==> config.mk <==
export PLATFORM = sky130hd
export DESIGN_NAME = bgq_alu
export DESIGN_NICKNAME = d
export VERILOG_FILES = /design/src/hdl/bgq_pkg.sv /design/src/hdl/bgq_alu.sv
export SDC_FILE = /design/constraint.sdc
export NUM_CORES = 1
export LEC_CHECK = 0
export BUFFER_PORTS_ARGS = -buffer_cell sky130_fd_sc_hd__buf_2
export CAP_MARGIN = 0
export CORE_MARGIN = 4
export CORE_UTILIZATION = 52
export CTS_CLUSTER_DIAMETER = 100
export DETAILED_ROUTE_END_ITERATION = 12
export GPL_TIMING_DRIVEN = 0
export PLACE_DENSITY = 0.84
export RECOVER_POWER = 100
export SLEW_MARGIN = 5
export SYNTH_ARGS = -nofsm -noshare
export SYNTH_HDL_FRONTEND = slang
export SYNTH_SLANG_ARGS = --single-unit
==> constraint.sdc <==
create_clock -name clk -period 16.9 [get_ports clk]
set_clock_uncertainty 0.15 [all_clocks]
set_input_delay 0.845 -clock clk [delete_from_list [all_inputs] [get_ports clk]]
set_output_delay 0.845 -clock clk [all_outputs]
set_load 0.05 [all_outputs]
==> src/hdl/bgq_pkg.sv <==
`default_nettype none
package bgq_pkg;

  localparam int BEATS_MAX = 1024;
  localparam int ADDR_W    = $clog2(BEATS_MAX);
  localparam int TIME_W    = 32;
  localparam int IDX_W     = 10;
  localparam int SUB_W     = 5;
  localparam int CNT_W     = 11;
  localparam int POS_W     = 24;
  localparam int CFG_W     = 11;
  localparam int CFG_IDX_W = 1;

  localparam logic [CFG_IDX_W-1:0] REG_SUBDIV     = 1'b0;
  localparam logic [CFG_IDX_W-1:0] REG_BEAT_COUNT = 1'b1;
  localparam logic [SUB_W-1:0]     SUBDIV_RESET   = 5'd4;

  localparam logic FUNC_WRITE = 1'b0;
  localparam logic FUNC_QUANT = 1'b1;

  // shared arithmetic unit widths
  localparam int OPA_W  = 50;
  localparam int OPB_W  = 34;
  localparam int PROD_W = OPA_W + OPB_W;
  localparam int STEP_W = $clog2(OPA_W);

  // beat position and wide time sums
  localparam int P_W    = 40;
  localparam int SUMT_W = 52;

  localparam logic [PROD_W-1:0] EXTRAP_LIMIT = PROD_W'(1) << 48;

  typedef enum logic {ALU_DIV, ALU_MUL} alu_op_t;

  typedef struct packed {
    logic             start;
    alu_op_t          op;
    logic [OPA_W-1:0] a;
    logic [OPB_W-1:0] b;
  } alu_req_t;

  typedef struct packed {
    logic              done;
    logic [OPA_W-1:0]  quo;
    logic [OPB_W-1:0]  rem;
    logic [PROD_W-1:0] prod;
  } alu_rsp_t;

  function automatic logic [TIME_W-1:0] sat_time(input logic [SUMT_W-1:0] v);
    logic [TIME_W-1:0] r;
    if (v[SUMT_W-1]) begin
      r = '0;
    end else if (v[SUMT_W-2:TIME_W] != '0) begin
      r = '1;
    end else begin
      r = v[TIME_W-1:0];
    end
    return r;
  endfunction

endpackage
`default_nettype wire

==> src/hdl/bgq_alu.sv <==
`default_nettype none
module bgq_alu (
  input  logic              clk,
  input  logic              rst,
  input  bgq_pkg::alu_req_t req,
  output bgq_pkg::alu_rsp_t rsp
);
  import bgq_pkg::*;

  localparam int SUM_W = OPA_W + 1;

  logic              busy;
  logic              done;
  alu_op_t           op;
  logic [STEP_W-1:0] steps;
  logic [OPA_W-1:0]  lo;
  logic [OPB_W-1:0]  den;
  logic [OPB_W-1:0]  rem;
  logic [PROD_W-1:0] prod;
  logic [OPB_W:0]    shifted;
  logic [SUM_W-1:0]  add_x;
  logic [SUM_W-1:0]  add_y;
  logic              cin;
  logic [SUM_W-1:0]  sum;
  logic              fits;

  // one adder: trial subtract for division, partial product add for multiply
  always_comb begin
    shifted = {rem, lo[OPA_W-1]};
    if (op == ALU_DIV) begin
      add_x = SUM_W'(shifted);
      add_y = ~SUM_W'(den);
      cin   = 1'b1;
    end else begin
      add_x = {1'b0, prod[PROD_W-1:OPB_W]};
      add_y = den[0] ? {1'b0, lo} : '0;
      cin   = 1'b0;
    end
    sum  = add_x + add_y + SUM_W'(cin);
    fits = ~sum[SUM_W-1];
  end

  always_ff @(posedge clk) begin
    if (rst) begin
      busy  <= 1'b0;
      done  <= 1'b0;
      steps <= '0;
      op    <= ALU_DIV;
    end else begin
      done <= 1'b0;
      if (req.start) begin
        busy  <= 1'b1;
        op    <= req.op;
        lo    <= req.a;
        den   <= req.b;
        rem   <= '0;
        prod  <= '0;
        steps <= (req.op == ALU_DIV) ? STEP_W'(OPA_W - 1) : STEP_W'(OPB_W - 1);
      end else if (busy) begin
        if (op == ALU_DIV) begin
          rem <= fits ? sum[OPB_W-1:0] : shifted[OPB_W-1:0];
          lo  <= {lo[OPA_W-2:0], fits};
        end else begin
          prod <= {sum, prod[OPB_W-1:1]};
          den  <= den >> 1;
        end
        steps <= steps - STEP_W'(1);
        if (steps == '0) begin
          busy <= 1'b0;
          done <= 1'b1;
        end
      end
    end
  end

  assign rsp.done = done;
  assign rsp.quo  = lo;
  assign rsp.rem  = rem;
  assign rsp.prod = prod;

endmodule
`default_nettype wire

==> impl_results.md, run 1 <==
- Outcome: finished with violations
- Violated checks: capacitance limit, slew limit
- Reg2reg start: den[0]
- DR iter-0 viols: 1,104
- Pwr/cell area: 121 nW/um2
- # nets final: 1,543
- Number of buffers added on ports: 256
- Inserted Clock Buffers: 24
- Unrepaired setup endpoints after global routing: no
- Ports: 257
- Final setup violation count: 0
- Switching share of power: 0.361
- Setup crit end kind: flop
- Synth area leaders: edfxtp_1 (49%), mux2_2 (12%), ha_1 (5.2%)
- Arr. time, crit path: 6.80 ns
- Register area share after synthesis: 0.507
- R2R Setup Slk: 10.35 ns
- Per-cell routed wire length: 21.8 um
- Most frequent cell after synthesis: edfxtp_1
- Cells after synthesis: 1,113
- Setup TNS: 0 ns
- Starting Density: 0.527
- Die W: 162 um
- Final hold slack: 0.368 ns
- Hold_buf cts: 0
- TritonCTS clock tree: yes
- Cell Area, Placed: 14,200 um2
- Cell area after layout: 14,500 um2
- Fillers: 2,015
- Total Routing Usage GR: 0.278
- Fin crit share: 0.387
- Worst-case reg-to-reg path depth: 18
- Share of layout cells above drive strength 1: 0.181
- Critical Path RT: 17.15 ns
- CTS clk-pin slew, worst paths: 0.06 ns
- Area share of the largest cell type after synthesis: 0.492
- Gr ovfl total: 0
- Clock root cell: clkbuf_16
- Fmax: 153 MHz
- Cell variety after synth: 62
- Worst vdd ir: 74.2 uV
- Post-synth EDFFs: 202
- Sw power: 0.634 mW
- Clock group share of total power: 0.293
- Row cnt: 56
- Crit Path Max Fanout: 10
- Post-CTS sizing: 0
- Pleak: 5.45 nW
- Power Internal: 1.12 mW
- Post-Syn Area: 12,300 um2
- Largest net degree at the start of global routing: 33
- First-pass GRT wire length: 57,300 um
- Critical Path Source Type: flop
- Fin. max-slew vios: 142
- Pre-Repair DR Iteration Count: 6
- H-tree levels: 1
- Via density: 5.89
- Clk sinks: 211
- Die height: 162 um
- Vias post-DR: 10.3k
- Post-layout min period: 6.55 ns
- Clock Tree Buf Depth: 3
- Fin. Hold Viols: 0
- Slew @ Worst Pin: 1.91 ns
- Routed Wire Length: 38,000 um
- Relative slew slack: -0.276
- Min-Delay Path Class: input port to flop
- Post-CTS setup buffers: 0
- Vias in the first global route: 10.2k
- HP Start: rst
- Flop pwr share: 0.382
- Core ar.: 23,400 um2
- Placed wire-length estimate: 28,800 um
- Crit Path Class: flop to flop
- Hold Path Sink: steps[1]
- Worst-Skew Late Latency: 0.54 ns
- Main synth FF type: edfxtp_1
- Drt drc: 0
- Synth Net Count: 1,254
- Hold Crit Depth: 2
- Ys Warns: 0
- Synth Area per Inst: 11.1 um2
- Antenna Violating Nets Remaining: 0
- Die Area: 26,200 um2
- Area leader, netlist: edfxtp_1
- Initial antenna violation count: 5
- Post-synth ARST share: 0
- Area growth syn-to-layout: 18.1%
- Max-cap violations: 5
- FF-to-FF End: rem[16]
- #FFs+latches synth: 211
- Combinational Power Share: 0.325
- Gpl congestion: 0.956
- Commonest cells post-synth: edfxtp_1 (202), mux2_2 (128), nand2_1 (120)
==> worst max-delay path, cell delays in order (launching register included) <==
cell and delay, ns:
edfxtp_1 0.31, clkbuf_1 0.39, and2_1 0.19, clkbuf_1 0.31
clkbuf_1 0.61, nand2_1 0.10, o21ai_0 0.13, fa_1 0.28
inv_1 0.07, fa_1 0.40, nand2b_1 0.21, a211oi_1 0.58
o21ai_0 0.34, o211ai_1 0.47, a31oi_1 0.27, xnor2_1 0.24
clkbuf_1 0.63, clkbuf_1 0.53, o22a_1 0.22
==> registers in the layout, indices dropped and copies added, names as in the netlist <==
| signal | count |
|---|---|
| busy | 1 |
| op | 1 |
| den | 34 |
| steps | 6 |
| lo | 50 |
| prod | 84 |
| done | 1 |
| rem | 34 |
==> worst max path at each step <==
| stage | cells after the start | slack [ns] | endpoint | from |
|---|---|---|---|---|
| after global placement | 6 | 5.85 | den[19] | req[85] |
| after global routing | 18 | 10.01 | rem[8] | den[0] |
| final | 18 | 10.35 | rem[16] | den[0] |
| after floorplan | 5 | 9.52 | den[0] | req[85] |
| after detailed placement | 15 | 11.27 | prod[79] | den[0] |
| after CTS | 15 | 11.25 | prod[79] | den[0] |
==> power groups by stage <==
stage / clock, mW / sequential [mW] / combinational (mW)
after floorplan: 0 / 0.799 / 0.308
after global placement: 0 / 0.684 / 0.564
after detailed placement: 0 / 0.679 / 0.580
after CTS: 0.518 / 0.669 / 0.582
after global routing: 0.544 / 0.676 / 0.612
final: 0.515 / 0.672 / 0.571
==> layout make-up <==
type,count,area (um2),share of cell area
diodes,5,12.5,0.000860
plain buffers,57,226,0.0156
clock buffers,35,673,0.0463
clock inverters,7,83.8,0.00576
inverters,24,90.1,0.00619
multi-input cells,821,5720,0.393
flip-flops and latches,211,6250,0.429
well taps,319,399,0.0274
repair buffers,263,1090,0.0752
==> layer usage <==
layer	track usage	wire, um	part of all wire	vias up
met5	0	7	0.00018	-
met4	0.101	1210	0.032	2
met3	0.0622	3650	0.096	88
met2	0.436	17500	0.46	500
met1	0.383	15600	0.41	4966
li1	-	-	-	4713
==> cell usage in the layout, fill, tap and decap left out, types with 3 or more instances in the layout <==
cell / synthesis / final
mux2_2: 128 / 125
nand2_1: 120 / 120
clkbuf_16: 0 / 25
nor3_1: 21 / 21
dfxtp_1: 9 / 9
o31ai_1: 3 / 3
ha_1: 51 / 51
mux2_1: 0 / 3
nand3_1: 8 / 8
nor4_1: 6 / 6
xor2_1: 15 / 15
a21oi_1: 77 / 77
o21ai_0: 71 / 71
clkbuf_1: 38 / 234
and3_1: 3 / 3
a211oi_1: 11 / 11
edfxtp_1: 202 / 202
o21bai_1: 15 / 15
and2_1: 18 / 18
nand4_1: 17 / 17
diode_2: 0 / 5
o21a_1: 4 / 4
a21o_1: 16 / 16
inv_1: 24 / 24
clkinv_2: 0 / 4
nor2b_1: 47 / 47
a31oi_1: 3 / 4
o22a_1: 29 / 29
xnor2_1: 25 / 26
nor2_1: 83 / 83
nand2b_1: 6 / 6
nor4b_1: 3 / 3
buf_2: 10 / 93
o211ai_1: 4 / 5
==> stage by stage <==
step | power, mW | util | setup slack, ns | cells
finish | 1.76 | 0.622 | 10.35 | 1742
detailed placement | 1.26 | 0.606 | 11.27 | 1695
global placement | 1.25 | 0.598 | 5.85 | 1688
floorplan | 1.11 | - | 9.52 | 1113
CTS | 1.77 | 0.638 | 11.25 | 1737
global route | 1.83 | 0.622 | 10.01 | 1741
==> kinds of logic after synthesis <==
| family | share of synthesized area |
|---|---|
| AND/OR/NAND/NOR | 0.131 |
| AO/OA/AOI/OAI | 0.133 |
| flip-flops | 0.507 |
| multiplexers | 0.118 |
| buffers and inverters | 0.0266 |
| adder cells (fa/ha/maj) | 0.0550 |
| XOR/XNOR | 0.0297 |
No activity file was read; power rests on OpenSTA's default activity.
==> run 2, diff against run 1 <==
--- a/config.mk
+++ b/config.mk
@@ -5,14 +5,15 @@
 export SDC_FILE = /design/constraint.sdc
 export NUM_CORES = 1
 export LEC_CHECK = 0
+export ABC_AREA = 1
 export BUFFER_PORTS_ARGS = -buffer_cell sky130_fd_sc_hd__buf_2
 export CAP_MARGIN = 0
 export CORE_MARGIN = 4
-export CORE_UTILIZATION = 52
+export CORE_UTILIZATION = 51
 export CTS_CLUSTER_DIAMETER = 100
 export DETAILED_ROUTE_END_ITERATION = 12
 export GPL_TIMING_DRIVEN = 0
-export PLACE_DENSITY = 0.84
+export PLACE_DENSITY = 0.85
 export RECOVER_POWER = 100
 export SLEW_MARGIN = 5
 export SYNTH_ARGS = -nofsm -noshare
==> constraint.sdc (replaced) <==
create_clock -name clk -period 5.4 [get_ports clk]
set_clock_uncertainty 0.15 [all_clocks]
set_input_delay 0.27 -clock clk [delete_from_list [all_inputs] [get_ports clk]]
set_output_delay 0.27 -clock clk [all_outputs]
set_load 0.05 [all_outputs]
==> impl_results.md, run 2 <==
- Outcome: finished with violations
- Violated checks: capacitance limit, slew limit
- Pwr/cell area: 340 nW/um2
- CP bufs+invs: 5
- TritonCTS clock tree: yes
- Worst vdd ir: 285 uV
- Post-Synth XOR/XNOR Area: 0.0165
- Setup TNS: 0 ns
- Final setup violation count: 0
- CP max stage cell: clkbuf_1
- Main synth FF type: edfxtp_1
- Area leader, netlist: edfxtp_1
- Slew @ Worst Pin: 2.66 ns
- Die W: 169 um
- Worst-Skew Late Latency: 0.54 ns
- Routed Wire Length: 47,400 um
- Commonest cells post-synth: nand2_1 (633), nor2_1 (260), inv_1 (239)
- Ports: 257
- Top reg by flops: prod
- Min-Delay Path Class: input port to flop
- Via density: 5.44
- Largest register FFs: 84
- Die height: 169 um
- Gpl congestion: 0.962
- Starting Density: 0.522
- Clock root cell: clkbuf_16
- Pre-Repair DR Iteration Count: 5
- Unrepaired setup endpoints after global routing: no
- Gr ovfl total: 0
- Fmax: 211 MHz
- Post-synthesis mux area share: 0
- Arr. time, crit path: 4.99 ns
- Most frequent cell after synthesis: nand2_1
- Worst-case reg-to-reg path depth: 19
- Post-synth EDFFs: 202
- Cells after synthesis: 1,761
- Largest registers: prod: 84 flops, lo: 50 flops
- Relative slew slack: -0.771
- Final core utilization: 0.646
- Vias post-DR: 13.5k
- #FFs+latches synth: 211
- Fillers: 2,256
- HP Start: req[35]
- Drt drc: 0
- R2R Setup Slk: 0.65 ns
- Total Routing Usage GR: 0.322
- Row cnt: 58
- Fin. max-slew vios: 107
- Area share of the largest cell type after synthesis: 0.458
- Synth Area in Simple Gates: 0.285
- Critical Path RT: 5.64 ns
- Commonest non-fill, non-tap cell in the layout: nand2_1
- Synth Area per Inst: 7.52 um2
- Core ar.: 25,400 um2
- Number of buffers added on ports: 255
- Adder-Cell Fraction of Synth Area: 0.0512
- Register area share after synthesis: 0.471
- Crit path largest cell delay: 0.68 ns
- CTS clk-pin slew, worst paths: 0.06 ns
- Initial antenna violation count: 1
- FF-to-FF End: rem[22]
- DR iter-0 viols: 1,542
- Fin crit share: 0.880
- Synth area leaders: edfxtp_1 (46%), nand2_1 (18%), nor2_1 (7.4%)
- Cell variety after synth: 40
- Most frequent cells in the layout: nand2_1 (635), nor2_1 (261), inv_1 (239), clkbuf_1 (223), edfxtp_1 (202)
- Synth Net Count: 1,902
- Post-synthesis compound-gate area fraction: 0.0860
- Hold Path Sink: lo[1]
- Register area: 6250 um2
- CP cell instances: clkbuf_1 -> clkbuf_1 -> clkbuf_1 -> nand2_1 -> nand2_1 -> ha_1 -> nand2_1 -> nor2_1 -> inv_1 -> nor2_1 -> nand2_1 -> nor2_1 -> nand2_2 -> nand3_1 -> nand2_1 -> nand2_4 -> clkbuf_1 -> nor2_1 -> nor2_1
- Post-synth ARST share: 0
- Clk sinks: 211
- Fin. Hold Viols: 0
- Crit Path Max Fanout: 10
- Multi-input gate area: 5800 um2
- Antenna Violating Nets Remaining: 0
- Share of layout cells above drive strength 1: 0.0716
- Inserted Clock Buffers: 24
- Reg2reg start: op
- Ys Warns: 0
- Vias in the first global route: 13.4k
- Largest net degree at the start of global routing: 33
- Max-cap violations: 4
- # nets final: 2,275
- Post-Syn Area: 13,300 um2
- Clock Tree Buf Depth: 3
- Placed wire-length estimate: 35,200 um
- Die Area: 28,600 um2
- Hold Crit Depth: 3
- Crit Path Class: flop to flop
- Critical Path Source Type: flop
- Largest family of logic cells by synthesized area: simple AND/OR/NAND/NOR gates
- Area growth syn-to-layout: 23.8%
- Post-CTS setup buffers: 0
- First-pass GRT wire length: 72,500 um
- Setup crit end kind: flop
- Post-layout min period: 4.75 ns
- Pleak: 7.70 nW
- Crit path max-delay family: buffers and inverters
- H-tree levels: 1
- Per-cell routed wire length: 19.1 um
-- run 2: changes by cell type after synthesis, sizes merged, moves of 34 or more --
cell / change
mux2: -128
inv: +220
nor2b: -47
nand2: +519
nor2: +181
o22ai: +34
-- run 2: per-layer routing --
metal / GRT usage / up-vias / routed length (um)
met4: 0.116 / 0 / 1910
li1: - / 6347 / -
met1: 0.424 / 6286 / 19000
met3: 0.0473 / 127 / 4260
met5: 0 / - / 0
met2: 0.545 / 752 / 22300
-- run 2: layout make-up --
type	instances	area share
diodes	2	0.000305
plain buffers	58	0.0158
inverters	245	0.0561
clock inverters	17	0.00877
clock buffers	27	0.0386
well taps	330	0.0252
multi-input cells	1247	0.353
repair buffers	347	0.121
flip-flops and latches	211	0.381
-- run 2: cells by family after synthesis --
kind of cell	count (synthesis)
simple gates	964
xor+xnor	25
fa+ha+maj	53
buf+inv	303
flops	211
compound gates	205
-- run 2: per-stage QoR --
stage | area [um2] | hold WS (ns) | power, mW | instances | setup slack (ns)
2_1_floorplan | 13300 | 0.238 | 3.38 | 1761 | 0.610
3_3_place_gp | 14900 | 0.369 | 3.86 | 2346 | -1.68
3_5_place_dp | 15100 | 0.376 | 3.90 | 2353 | 0.987
4_1_cts | 16700 | 0.00138 | 5.56 | 2482 | 0.937
5_1_grt | 16400 | 0.0292 | 5.83 | 2483 | 0.343
6_report | 16400 | 0.0381 | 5.57 | 2484 | 0.651
-- run 2: what timing repair did --
item,4_1_cts,5_1_grt
endpoints found under the hold margin,91,0
endpoints found under the setup margin,0,0
resized for setup,0,0
hold buffers,85,0
-- run 2: worst reg2reg max path, cell delays in order, from the launching register on --
cell and delay [ns]:
dfxtp_1 0.31, clkbuf_1 0.40, clkbuf_1 0.48, clkbuf_1 0.69
nand2_1 0.12, nand2_1 0.14, ha_1 0.23, nand2_1 0.13
nor2_1 0.20, inv_1 0.09, nor2_1 0.27, nand2_1 0.10
nor2_1 0.14, nand2_2 0.09, nand3_1 0.11, nand2_1 0.11
nand2_4 0.21, clkbuf_1 0.41, nor2_1 0.08, nor2_1 0.14
-- run 2: worst max path at each step --
stage,endpoint,cells after the start,slack [ns],startpoint
floorplan,den[0],5,0.61,req[85]
global placement,prod[55],5,-1.68,req[85]
detailed placement,rem[33],16,0.99,op
CTS,rem[33],16,0.94,op
global route,rem[26],19,0.34,op
finish,rem[22],19,0.65,op
-- run 2: power by group --
part	internal [mW]	switching, mW
clock	0.940	0.702
combinational	0.514	1.36
sequential	1.98	0.0774
total	3.43	2.14
==> run 3, diff against run 2 <==
--- a/config.mk
+++ b/config.mk
@@ -5,17 +5,15 @@
 export SDC_FILE = /design/constraint.sdc
 export NUM_CORES = 1
 export LEC_CHECK = 0
-export ABC_AREA = 1
 export BUFFER_PORTS_ARGS = -buffer_cell sky130_fd_sc_hd__buf_2
 export CAP_MARGIN = 0
 export CORE_MARGIN = 4
-export CORE_UTILIZATION = 51
+export CORE_UTILIZATION = 50
 export CTS_CLUSTER_DIAMETER = 100
 export DETAILED_ROUTE_END_ITERATION = 12
 export GPL_TIMING_DRIVEN = 0
 export PLACE_DENSITY = 0.85
 export RECOVER_POWER = 100
-export SLEW_MARGIN = 5
 export SYNTH_ARGS = -nofsm -noshare
 export SYNTH_HDL_FRONTEND = slang
 export SYNTH_SLANG_ARGS = --single-unit
==> impl_results.md, run 3 (same netlist as run 1, synthesis figures left out) <==
- Slew @ Worst Pin: 1.97 ns
- Fin worst setup slack: 0.101 ns
- Vias post-DR: 10.7k
- Hold Path Sink: steps[5]
- Crit Path Class: flop to flop
- DR iter-0 viols: 1,034
- Top reg by flops: prod
- Largest registers: prod: 84 flops, lo: 50 flops
- CP most frequent cell: fa_1
- # nets final: 1,627
- Per-cell routed wire length: 21.6 um
- Unrepaired setup endpoints after global routing: no
- Pleak: 5.84 nW
- Row cnt: 57
- Max-cap violations: 1
- Setup TNS: 0 ns
- Placed wire-length estimate: 28,400 um
- Inserted Clock Buffers: 23
- Crit path max-delay family: compound AO/OA/AOI/OAI gates
- Ports: 257
- R2R Setup Slk: 0.10 ns
- Drt drc: 0
- Worst-Skew Late Latency: 0.52 ns
- Relative slew slack: -0.316
- Commonest non-fill, non-tap cell in the layout: clkbuf_1
- Share of layout cells above drive strength 1: 0.179
- Fmax: 189 MHz
- Number of buffers added on ports: 256
- FF-to-FF End: rem[7]
- Worst-case reg-to-reg path depth: 14
- First-pass GRT wire length: 59,900 um
- Critical Path RT: 5.63 ns
- Area growth syn-to-layout: 25.4%
- Die height: 165 um
- CP max stage cell: o21ai_0
- Core ar.: 24,300 um2
- Pre-CTS setup slack: -0.207 ns
- Largest net degree at the start of global routing: 32
- Crit path largest cell delay: 0.58 ns
- Die Area: 27,200 um2
- Post-layout min period: 5.30 ns
- Clk sinks: 211
- Crit Path Max Fanout: 10
- Pwr/cell area: 359 nW/um2
- Fin crit share: 0.981
- Fillers: 1,982
- Routed Wire Length: 39,600 um
- Clock Tree Buf Depth: 3
- Total Routing Usage GR: 0.283
- TritonCTS clock tree: yes
- Outcome: finished with violations
- Initial antenna violation count: 1
- Starting Density: 0.507
- Min-Delay Path Class: input port to flop
- Fin. Hold Viols: 0
- Clock root cell: clkbuf_16
- CP bufs+invs: 4
- H-tree levels: 1
- Violated checks: capacitance limit, slew limit
- Tot Pwr: 5.55 mW
- Via density: 5.84
- Fin. max-slew vios: 32
- Pre-Repair DR Iteration Count: 6
- Arr. time, crit path: 5.53 ns
- Critical Path Source Type: flop
- Final core utilization: 0.635
- Setup crit end kind: flop
- Vias in the first global route: 10.7k
- Largest register FFs: 84
- Reg2reg start: op
- Post-CTS setup buffers: 0
- CTS clk-pin slew, worst paths: 0.06 ns
- Gpl congestion: 0.987
- Most frequent cells in the layout: clkbuf_1 (217), edfxtp_1 (202), mux2_2 (121), nand2_1 (120), buf_2 (93)
- Antenna Violating Nets Remaining: 0
- HP Start: req[85]
- Die W: 165 um
- Hold Crit Depth: 3
- Final setup violation count: 0
- CP cell instances: clkbuf_1 -> buf_2 -> mux2_2 -> fa_1 -> inv_1 -> fa_1 -> nand2b_1 -> a211oi_2 -> o21ai_0 -> o211ai_2 -> a31oi_4 -> mux2i_1 -> clkbuf_2 -> o22a_1
- Gr ovfl total: 0
- Worst vdd ir: 233 uV
run 3: cell count changes in the layout (fill, tap and decap cells not counted), moves of 29 or more:
cell	previous run	this run
nor2_1	261	83
mux2_2	0	121
o22a_1	0	29
nor2b_1	0	47
nand2_1	635	120
inv_1	239	24
o22ai_1	34	0
run 3: worst register-to-register path, cell delays in order (launching register included):
cell	delay, ns
dfxtp_1	0.45
clkbuf_1	0.54
buf_2	0.40
mux2_2	0.39
fa_1	0.45
inv_1	0.09
fa_1	0.19
nand2b_1	0.19
a211oi_2	0.14
o21ai_0	0.58
o211ai_2	0.25
a31oi_4	0.36
mux2i_1	0.40
clkbuf_2	0.37
o22a_1	0.21
run 3: how the worst max path moves through the flow:
stage | startpoint | endpoint | cells after the start
6_report | op | rem[7] | 14
5_1_grt | op | rem[7] | 15
4_1_cts | den[0] | rem[6] | 17
3_5_place_dp | den[0] | rem[27] | 17
3_3_place_gp | req[85] | lo[21] | 6
2_1_floorplan | req[85] | lo[0] | 5
run 3: metrics by stage:
step | hold slack [ns] | cell area, um2 | instances
floorplan | 0.211 | 12300 | 1113
global placement | 0.310 | 14000 | 1693
detailed placement | 0.317 | 14200 | 1700
CTS | 0.0601 | 15800 | 1827
global route | 0.146 | 15500 | 1827
finish | 0.119 | 15500 | 1828
run 3: cell type report:
type	count	area (um2)	share of cell area
Antenna cell	2	5.00	0.000324
Multi-Input combinational cell	821	5770	0.373
Buffer	56	239	0.0155
Inverter	24	90.1	0.00583
Clock inverter	14	153	0.00988
Sequential cell	211	6250	0.404
Clock buffer	27	591	0.0382
Timing Repair Buffer	349	1960	0.127
Tap cell	324	405	0.0262
run 3: per-layer routing:
layer,share of wire,up-vias,routed length (um),global-route usage
li1,-,4894,-,-
met1,0.40,5159,15900,0.378
met2,0.47,538,18800,0.459
met3,0.082,92,3260,0.0497
met4,0.041,0,1620,0.111
met5,0,-,0,0
run 3: timing repair:
action                                  CTS  global route
endpoints found under the setup margin   34            36
hold buffers                             86             0
gates cloned                              0             0
hold endpoints to repair                 87             0
resized for setup                         2             6
run 3: where the power goes:
group,switching (mW),internal (mW)
combinational,1.24,0.610
clock,0.667,0.927
sequential,0.100,2.00
total,2.01,3.54
